File: src/rtl/core/assert_macros.svh
`ifndef ASSERT_MACROS_SVH
`define ASSERT_MACROS_SVH

// Same-cycle implication, checked on every rising edge outside reset.
`define KWS_ASSERT_SAME(lbl, clk, rst, ante, cons) \
  lbl: assert property (@(posedge clk) disable iff (rst) (ante) |-> (cons)) \
    else $error("assertion failed");

// Implication whose consequent is checked on the next rising edge after the antecedent.
`define KWS_ASSERT_NEXT(lbl, clk, rst, ante, cons) \
  lbl: assert property (@(posedge clk) disable iff (rst) (ante) |=> (cons)) \
    else $error("assertion failed");

`endif

File: src/rtl/core/kwsdfa_pkg.sv
`timescale 1ns / 1ps

package kwsdfa_pkg;

  localparam int STATE_W    = 5;
  localparam int KIND_COUNT = 6;

  typedef logic [STATE_W-1:0] dfa_state_t;

  typedef enum logic [2:0] {
    KIND_NONE      = 3'd0,
    KIND_WEB       = 3'd1,
    KIND_WEBMASTER = 3'd2,
    KIND_WEBSITE   = 3'd3,
    KIND_EBAY      = 3'd4,
    KIND_PAGEWEB   = 3'd5,
    KIND_NET       = 3'd6
  } kind_t;

  localparam logic [7:0] CH_LF = 8'h0A;
  localparam logic [7:0] CH_A  = 8'h61;
  localparam logic [7:0] CH_B  = 8'h62;
  localparam logic [7:0] CH_E  = 8'h65;
  localparam logic [7:0] CH_G  = 8'h67;
  localparam logic [7:0] CH_I  = 8'h69;
  localparam logic [7:0] CH_M  = 8'h6D;
  localparam logic [7:0] CH_N  = 8'h6E;
  localparam logic [7:0] CH_P  = 8'h70;
  localparam logic [7:0] CH_R  = 8'h72;
  localparam logic [7:0] CH_S  = 8'h73;
  localparam logic [7:0] CH_T  = 8'h74;
  localparam logic [7:0] CH_W  = 8'h77;
  localparam logic [7:0] CH_Y  = 8'h79;

  // Start and fallback states, then the accepting states of the automaton, one per keyword, and the highest state.
  localparam dfa_state_t ST_START     = 5'd0;
  localparam dfa_state_t ST_OTHER     = 5'd1;
  localparam dfa_state_t ST_WEB       = 5'd4;
  localparam dfa_state_t ST_WEBMASTER = 5'd10;
  localparam dfa_state_t ST_WEBSITE   = 5'd14;
  localparam dfa_state_t ST_EBAY      = 5'd18;
  localparam dfa_state_t ST_PAGEWEB   = 5'd25;
  localparam dfa_state_t ST_NET       = 5'd28;
  localparam dfa_state_t ST_LAST      = 5'd28;

  // Transition table of the keyword automaton.
  function automatic dfa_state_t dfa_next(input dfa_state_t s, input logic [7:0] c);
    dfa_state_t n;
    n = ST_OTHER;
    unique case (c)
      CH_A: begin
        if (s == 5'd4 || s == 5'd16 || s == 5'd25) n = 5'd17;
        else if (s == 5'd5) n = 5'd6;
        else if (s == 5'd19) n = 5'd20;
      end
      CH_B: begin
        if (s == 5'd3) n = 5'd4;
        else if (s == 5'd9 || s == 5'd14 || s == 5'd15 || s == 5'd22 || s == 5'd27) n = 5'd16;
        else if (s == 5'd24) n = 5'd25;
      end
      CH_E: begin
        n = 5'd15;
        if (s == 5'd2) n = 5'd3;
        else if (s == 5'd8) n = 5'd9;
        else if (s == 5'd13) n = 5'd14;
        else if (s == 5'd21) n = 5'd22;
        else if (s == 5'd23) n = 5'd24;
        else if (s == 5'd26) n = 5'd27;
      end
      CH_G: if (s == 5'd20) n = 5'd21;
      CH_I: if (s == 5'd11) n = 5'd12;
      CH_M: if (s == 5'd4 || s == 5'd25) n = 5'd5;
      CH_N: n = 5'd26;
      CH_P: n = 5'd19;
      CH_R: if (s == 5'd9) n = 5'd10;
      CH_S: begin
        if (s == 5'd4 || s == 5'd25) n = 5'd11;
        else if (s == 5'd6) n = 5'd7;
      end
      CH_T: begin
        if (s == 5'd7) n = 5'd8;
        else if (s == 5'd12) n = 5'd13;
        else if (s == 5'd27) n = 5'd28;
      end
      CH_W: n = (s == 5'd22) ? 5'd23 : 5'd2;
      CH_Y: if (s == 5'd17) n = 5'd18;
      default: n = ST_OTHER;
    endcase
    return n;
  endfunction

  function automatic kind_t kind_of(input dfa_state_t s);
    kind_t k;
    unique case (s)
      ST_WEB:       k = KIND_WEB;
      ST_WEBMASTER: k = KIND_WEBMASTER;
      ST_WEBSITE:   k = KIND_WEBSITE;
      ST_EBAY:      k = KIND_EBAY;
      ST_PAGEWEB:   k = KIND_PAGEWEB;
      ST_NET:       k = KIND_NET;
      default:      k = KIND_NONE;
    endcase
    return k;
  endfunction

  function automatic logic [3:0] kw_length(input kind_t k);
    logic [3:0] len;
    unique case (k)
      KIND_WEB:       len = 4'd3;
      KIND_WEBMASTER: len = 4'd9;
      KIND_WEBSITE:   len = 4'd7;
      KIND_EBAY:      len = 4'd4;
      KIND_PAGEWEB:   len = 4'd7;
      KIND_NET:       len = 4'd3;
      default:        len = 4'd0;
    endcase
    return len;
  endfunction

endpackage

File: src/rtl/core/keyword_scanner_dfa_unit.sv
`timescale 1ns / 1ps
`include "assert_macros.svh"

// Keyword scanner: every text byte taken on the s_ stream yields exactly one result on the
// m_ stream, in order. The block runs a 29-state automaton that spots web, webmaster,
// website, ebay, pageweb and net, overlaps included, and reports the state after the byte,
// the keyword that ends on it, the line and start/end column, the running count of that
// keyword and the running count of web (a pageweb also counts as a web). A line feed (0x0A)
// leaves the automaton alone, advances the line and clears the column, so a keyword may
// straddle lines and then has a negative start column. Line, column and counts saturate.
// Throughput is one byte per clock while s_tready is high; the automaton step, the
// saturating counter updates and the count select all sit between the state registers and
// the result register. A two-entry output buffer (result register plus skid register)
// keeps s_tready a registered signal and lets one more request in while a result waits.

module keyword_scanner_dfa_unit
  import kwsdfa_pkg::*;
#(
  parameter int COLUMN_WIDTH = 12,
  parameter int LINE_WIDTH   = 20,
  parameter int COUNT_WIDTH  = 32,
  localparam int START_W  = COLUMN_WIDTH + 1,
  localparam int OUT_FW   = STATE_W + 3 + LINE_WIDTH + START_W + COLUMN_WIDTH
                            + 2 * COUNT_WIDTH,
  localparam int OUT_TW   = ((OUT_FW + 7) / 8) * 8
) (
  input  logic              clk,
  input  logic              rst,
  input  logic              s_tvalid,
  output logic              s_tready,
  input  logic [7:0]        s_tdata,   // char_code
  output logic              m_tvalid,
  input  logic              m_tready,
  // next_state, match_kind, line_number, start_column, end_column, kind_total,
  // web_total, then zero fill
  output logic [OUT_TW-1:0] m_tdata
);

  // Scanner state.
  dfa_state_t              dfa_state;
  logic [LINE_WIDTH-1:0]   line_cnt;
  logic [COLUMN_WIDTH-1:0] col_cnt;
  logic [COUNT_WIDTH-1:0]  kw_count [KIND_COUNT];

  dfa_state_t              dfa_state_next;
  logic [LINE_WIDTH-1:0]   line_cnt_next;
  logic [COLUMN_WIDTH-1:0] col_cnt_next;
  logic [COUNT_WIDTH-1:0]  kw_count_next [KIND_COUNT];

  // Output buffer.
  logic              out_valid;
  logic [OUT_TW-1:0] out_data;
  logic              skid_valid;
  logic [OUT_TW-1:0] skid_data;

  logic              accept;
  logic              is_lf;
  kind_t             kind;
  logic [START_W-1:0]     start_col;
  logic [COUNT_WIDTH-1:0] kind_total;
  logic [OUT_TW-1:0]      result;

  assign accept   = s_tvalid && s_tready;
  assign s_tready = !skid_valid;
  assign m_tvalid = out_valid;
  assign m_tdata  = out_data;
  assign is_lf    = (s_tdata == CH_LF);

  // One byte of work: automaton step, counter updates and result assembly.
  always_comb begin
    dfa_state_next = dfa_state;
    line_cnt_next  = line_cnt;
    col_cnt_next   = col_cnt;
    kind           = KIND_NONE;
    start_col      = '0;
    kind_total     = '0;
    for (int i = 0; i < KIND_COUNT; i++) begin
      kw_count_next[i] = kw_count[i];
    end

    if (is_lf) begin
      if (!(&line_cnt)) begin
        line_cnt_next = line_cnt + LINE_WIDTH'(1);
      end
      col_cnt_next = '0;
    end else begin
      dfa_state_next = dfa_next(dfa_state, s_tdata);
      kind           = kind_of(dfa_state_next);
      // A pageweb also ends a web, so the web counter moves with it.
      for (int i = 0; i < KIND_COUNT; i++) begin
        if (((kind == kind_t'(3'(i + 1))) || (i == 0 && kind == KIND_PAGEWEB)) &&
            !(&kw_count[i])) begin
          kw_count_next[i] = kw_count[i] + COUNT_WIDTH'(1);
        end
      end
      if (kind != KIND_NONE) begin
        start_col = ({1'b0, col_cnt} + START_W'(1)) - START_W'(kw_length(kind));
      end
      if (!(&col_cnt)) begin
        col_cnt_next = col_cnt + COLUMN_WIDTH'(1);
      end
    end

    case (kind)
      KIND_WEB:       kind_total = kw_count_next[0];
      KIND_WEBMASTER: kind_total = kw_count_next[1];
      KIND_WEBSITE:   kind_total = kw_count_next[2];
      KIND_EBAY:      kind_total = kw_count_next[3];
      KIND_PAGEWEB:   kind_total = kw_count_next[4];
      KIND_NET:       kind_total = kw_count_next[5];
      default:        kind_total = '0;
    endcase

    result = '0;
    result[OUT_FW-1:0] = {kw_count_next[0], kind_total, col_cnt, start_col, line_cnt,
                          kind, dfa_state_next};
  end

  always_ff @(posedge clk) begin
    if (rst) begin
      dfa_state <= ST_START;
      line_cnt  <= '0;
      col_cnt   <= '0;
      for (int i = 0; i < KIND_COUNT; i++) begin
        kw_count[i] <= '0;
      end
    end else if (accept) begin
      dfa_state <= dfa_state_next;
      line_cnt  <= line_cnt_next;
      col_cnt   <= col_cnt_next;
      for (int i = 0; i < KIND_COUNT; i++) begin
        kw_count[i] <= kw_count_next[i];
      end
    end
  end

  // The skid register only fills while the result register is stalled, and it drains
  // into the result register first, so results leave in request order.
  always_ff @(posedge clk) begin
    if (rst) begin
      out_valid  <= 1'b0;
      skid_valid <= 1'b0;
    end else if (!out_valid || m_tready) begin
      if (skid_valid) begin
        out_valid  <= 1'b1;
        skid_valid <= 1'b0;
      end else begin
        out_valid <= accept;
      end
    end else if (accept) begin
      skid_valid <= 1'b1;
    end
  end

  always_ff @(posedge clk) begin
    if (!out_valid || m_tready) begin
      if (skid_valid) begin
        out_data <= skid_data;
      end else if (accept) begin
        out_data <= result;
      end
    end else if (accept) begin
      skid_data <= result;
    end
  end

  `KWS_ASSERT_SAME(a_skid_behind_out, clk, rst, skid_valid, out_valid)
  `KWS_ASSERT_SAME(a_state_reachable, clk, rst, 1'b1, dfa_state <= ST_LAST)
  `KWS_ASSERT_NEXT(a_lf_clears_col, clk, rst, accept && is_lf, col_cnt == '0)
  `KWS_ASSERT_SAME(a_match_counted, clk, rst, accept && kind != KIND_NONE, kind_total != '0)

endmodule

File: config.mk
export PLATFORM = sky130hd
export DESIGN_NAME = keyword_scanner_dfa_unit
export DESIGN_NICKNAME = d
export VERILOG_FILES = /design/src/rtl/core/kwsdfa_pkg.sv /design/src/rtl/core/keyword_scanner_dfa_unit.sv
export VERILOG_INCLUDE_DIRS = /design/src /design/src/rtl/core
export SDC_FILE = /design/constraint.sdc
export NUM_CORES = 1
export LEC_CHECK = 0
export ABC_AREA = 1
export BUFFER_PORTS_ARGS = -buffer_cell sky130_fd_sc_hd__buf_2
export CAP_MARGIN = 20
export CORE_MARGIN = 2
export CORE_UTILIZATION = 40
export CTS_CLUSTER_SIZE = 10
export DETAILED_ROUTE_END_ITERATION = 10
export PLACE_DENSITY = 0.64
export SETUP_SLACK_MARGIN = 0.4
export SYNTH_ARGS = -nofsm -noshare
export SYNTH_HDL_FRONTEND = slang
export SYNTH_SLANG_ARGS = --single-unit
File: constraint.sdc
create_clock -name clk -period 12.24 [get_ports clk]
set_input_delay 0.612 -clock clk [delete_from_list [all_inputs] [get_ports clk]]
set_output_delay 0.612 -clock clk [all_outputs]
set_load 0.01 [all_outputs]
==> impl_metrics.json <==
{
  "status": "finished, final reports clean",
  "setup_viol": 0,
  "max_cap_violations": 0,
  "max_slew.worst_pin.slew_ns": 1.06,
  "clockBufferDepth": 3,
  "drtIter0Drc": 2084,
  "cts_tree": "built",
  "critical_path_buf_inv_count": 3,
  "die_h_microns": 267,
  "stdcell_count": 4478,
  "die_x_microns": 267,
  "final_util": 0.448,
  "peakVddDrop_mv": 0.110,
  "place_congestion": 0.970,
  "nets": 3606,
  "route.detailed.drc": 0,
  "cts_setup_buffers": 0,
  "clock_latency_ns": 0.63,
  "yosysUniqueCellTypes": 45,
  "max_freq_mhz": 178,
  "synth_warnings": 0,
  "rows": 96,
  "cts_root_buf": "clkbuf_16",
  "n_antenna_cell": 0,
  "finalHoldViolCount": 0,
  "clk_pin_slew_ns": 0.06,
  "crit_required_ns": 12.61,
  "place_hpwl_mm": 64.1,
  "placed_cells": 4388,
  "leakage_nw": 12.0,
  "path_common_cell": "nand2_1",
  "layout-drive-gt1-share": 0.0882,
  "holdBufCountCts": 0,
  "worstPathMaxFanout": 24,
  "comb_power_share": 0.073,
  "dr.pass1.iters": 6,
  "clkPwrFrac": 0.409,
  "powerDensity_nw_per_um2": 119,
  "grt_pass1_vias": 21942,
  "synth_top_flop_cell": "edfxtp_1",
  "antenna_found_initial": 0,
  "coreArea_sq_um": 68500,
  "cts_resized": 0,
  "num_vias": 23726,
  "synth-seq-area-share": 0.492,
  "crit_path_end_kind": "flop",
  "slew_violations": 0,
  "portBuffers": 130,
  "pin_count": 134,
  "synthArstFlopShare": 0,
  "gr-total-overflow": 0,
  "timing.final.crit_period_ns": 5.61,
  "switchingPower_mw": 0.906,
  "numCtsBuffers": 55,
  "grt_start_max_net_pins": 91,
  "viasPerCell": 5.30,
  "grt_use_total": 0.236,
  "p_int_mw": 2.73,
  "synth_area_sq_um": 27600,
  "ys_seq_elements": 465,
  "critPathTopFamily": "simple AND/OR/NAND/NOR gates",
  "wirelength_mm": 84.8,
  "synth_cells": 3464,
  "pwr-share-seq": 0.518,
  "syn_to_final_growth_pct": 11.1,
  "start_kind": "flop",
  "setup_tns_ns": 0,
  "cp_slowest_cell": "nor2_2",
  "holdWs_ns": 0.393,
  "grt_setup_unrepaired": "no",
  "relSlewSlack": 0.293,
  "cts.sinks": 465,
  "start_util": 0.403,
  "crit_arrival_ns": 5.98,
  "hp-class": "input pin to flop",
  "grt_pass1_wl_mm": 130,
  "cp_slowest_stage_delay_ns": 0.82,
  "routedWlPerCell_microns": 18.9,
  "p_sw_frac": 0.249,
  "postSynthAreaPerCell_sq_um": 7.97,
  "synth-edff-count": 426,
  "finalCritPeriodShare": 0.459,
  "antenna_left": 0,
  "critPathKind": "flop to flop",
  "skew_ns": 0.0272,
  "dieArea_sq_um": 71100,
  "h-tree-depth": 2
}
-- power by group through the flow --
stage               Combinational (mW)  Sequential [mW]  Clock, mW
finish                           0.266             1.88       1.49
global route                     0.296             1.89       1.57
CTS                              0.266             1.88       1.52
detailed placement               0.265             1.91          0
global placement                 0.262             1.91          0
floorplan                        0.155             1.92          0
-- kinds of logic (layout without fill, tap and decap cells) --
family | Yosys count | count (layout) | share of synthesized area
adder cells (fa/ha/maj) | 31 | 31 | 0.0143
XOR/XNOR | 185 | 185 | 0.0587
other | 1 | 3 | 0.000136
buffers and inverters | 518 | 648 | 0.0726
multiplexers | 1 | 1 | 0.000363
flip-flops | 465 | 465 | 0.492
AND/OR/NAND/NOR | 1953 | 1953 | 0.303
AO/OA/AOI/OAI | 310 | 310 | 0.0589
-- worst reg2reg max path, delay by kind of cell, from the launching register on --
kind | cells | cell delay (ns)
AOI/OAI and AO/OA | 4 | 0.58
buffers and inverters | 3 | 0.43
adders and majority gates | 3 | 0.82
xor gates and xnor gates | 1 | 0.16
DFF | 1 | 0.45
and+or+nand+nor | 14 | 2.92
-- cells in the mapped netlist, types with 28 or more instances --
cell type  count  area, sq um
nor3_1       130          651
a21oi_1       39          195
dfxtp_1       39          781
buf_2         28          140
edfxtp_1     426        12800
nand2_1      929         3490
clkbuf_1      73          274
or2_2         70          438
nor2_1       479         1800
ha_1          30          375
nand3_1      156          781
o21ai_0      228         1140
inv_1        397         1490
nand4_1      115          719
xor2_1       158         1380
-- cells in the final DEF, fill, tap and decap left out, types with 115 or more instances in the layout --
cell | Yosys | routed
nand3_1 | 156 | 156
edfxtp_1 | 426 | 426
nor3_1 | 130 | 130
o21ai_0 | 228 | 228
buf_2 | 28 | 130
nand2_1 | 929 | 928
nand4_1 | 115 | 115
xor2_1 | 158 | 158
inv_1 | 397 | 396
nor2_1 | 479 | 476
-- sequential cells by signal, summed over array words and instances, names as in the netlist --
register and flops:
m_tvalid 1, col_cnt 12, dfa_state 5, skid_data 117
line_cnt 20, kw_count 192, m_tdata 117, skid_valid 1
-- metal layers --
metal / up-vias / track usage / share of wire
met3: 128 / 0.0271 / 0.062
met2: 808 / 0.380 / 0.45
met1: 11183 / 0.333 / 0.45
met5: - / 0 / 0
met4: 0 / 0.0759 / 0.034
li1: 11607 / - / -
-- worst paths after layout --
check / to / slack (ns) / cells past startpoint / startpoint
min reg2reg: skid_data[27] / 0.46 / 0 / line_cnt[19]
max: m_tdata[39] / 6.63 / 25 / dfa_state[3]
min: skid_valid / 0.39 / 4 / m_tready
max reg2reg: m_tdata[39] / 6.63 / 25 / dfa_state[3]
-- metrics by stage --
| step | worst slack [ns] | cell area, sq um | total power, mW |
|---|---|---|---|
| after floorplan | 5.86 | 27600 | 2.08 |
| after global placement | 6.42 | 29100 | 2.18 |
| after detailed placement | 6.27 | 29100 | 2.18 |
| after CTS | 6.71 | 30700 | 3.66 |
| after global routing | 6.22 | 30700 | 3.76 |
| final | 6.63 | 30700 | 3.64 |
-- final cells by class --
type | count | area [sq um]
Multi-Input combinational cell | 2483 | 12100
Timing Repair Buffer | 151 | 808
Tap cell | 882 | 1100
Clock inverter | 12 | 111
Inverter | 407 | 1530
Sequential cell | 465 | 13600
Fill cell | 6855 | 37800
Clock buffer | 78 | 1470
(Power assumes the default switching activity.)
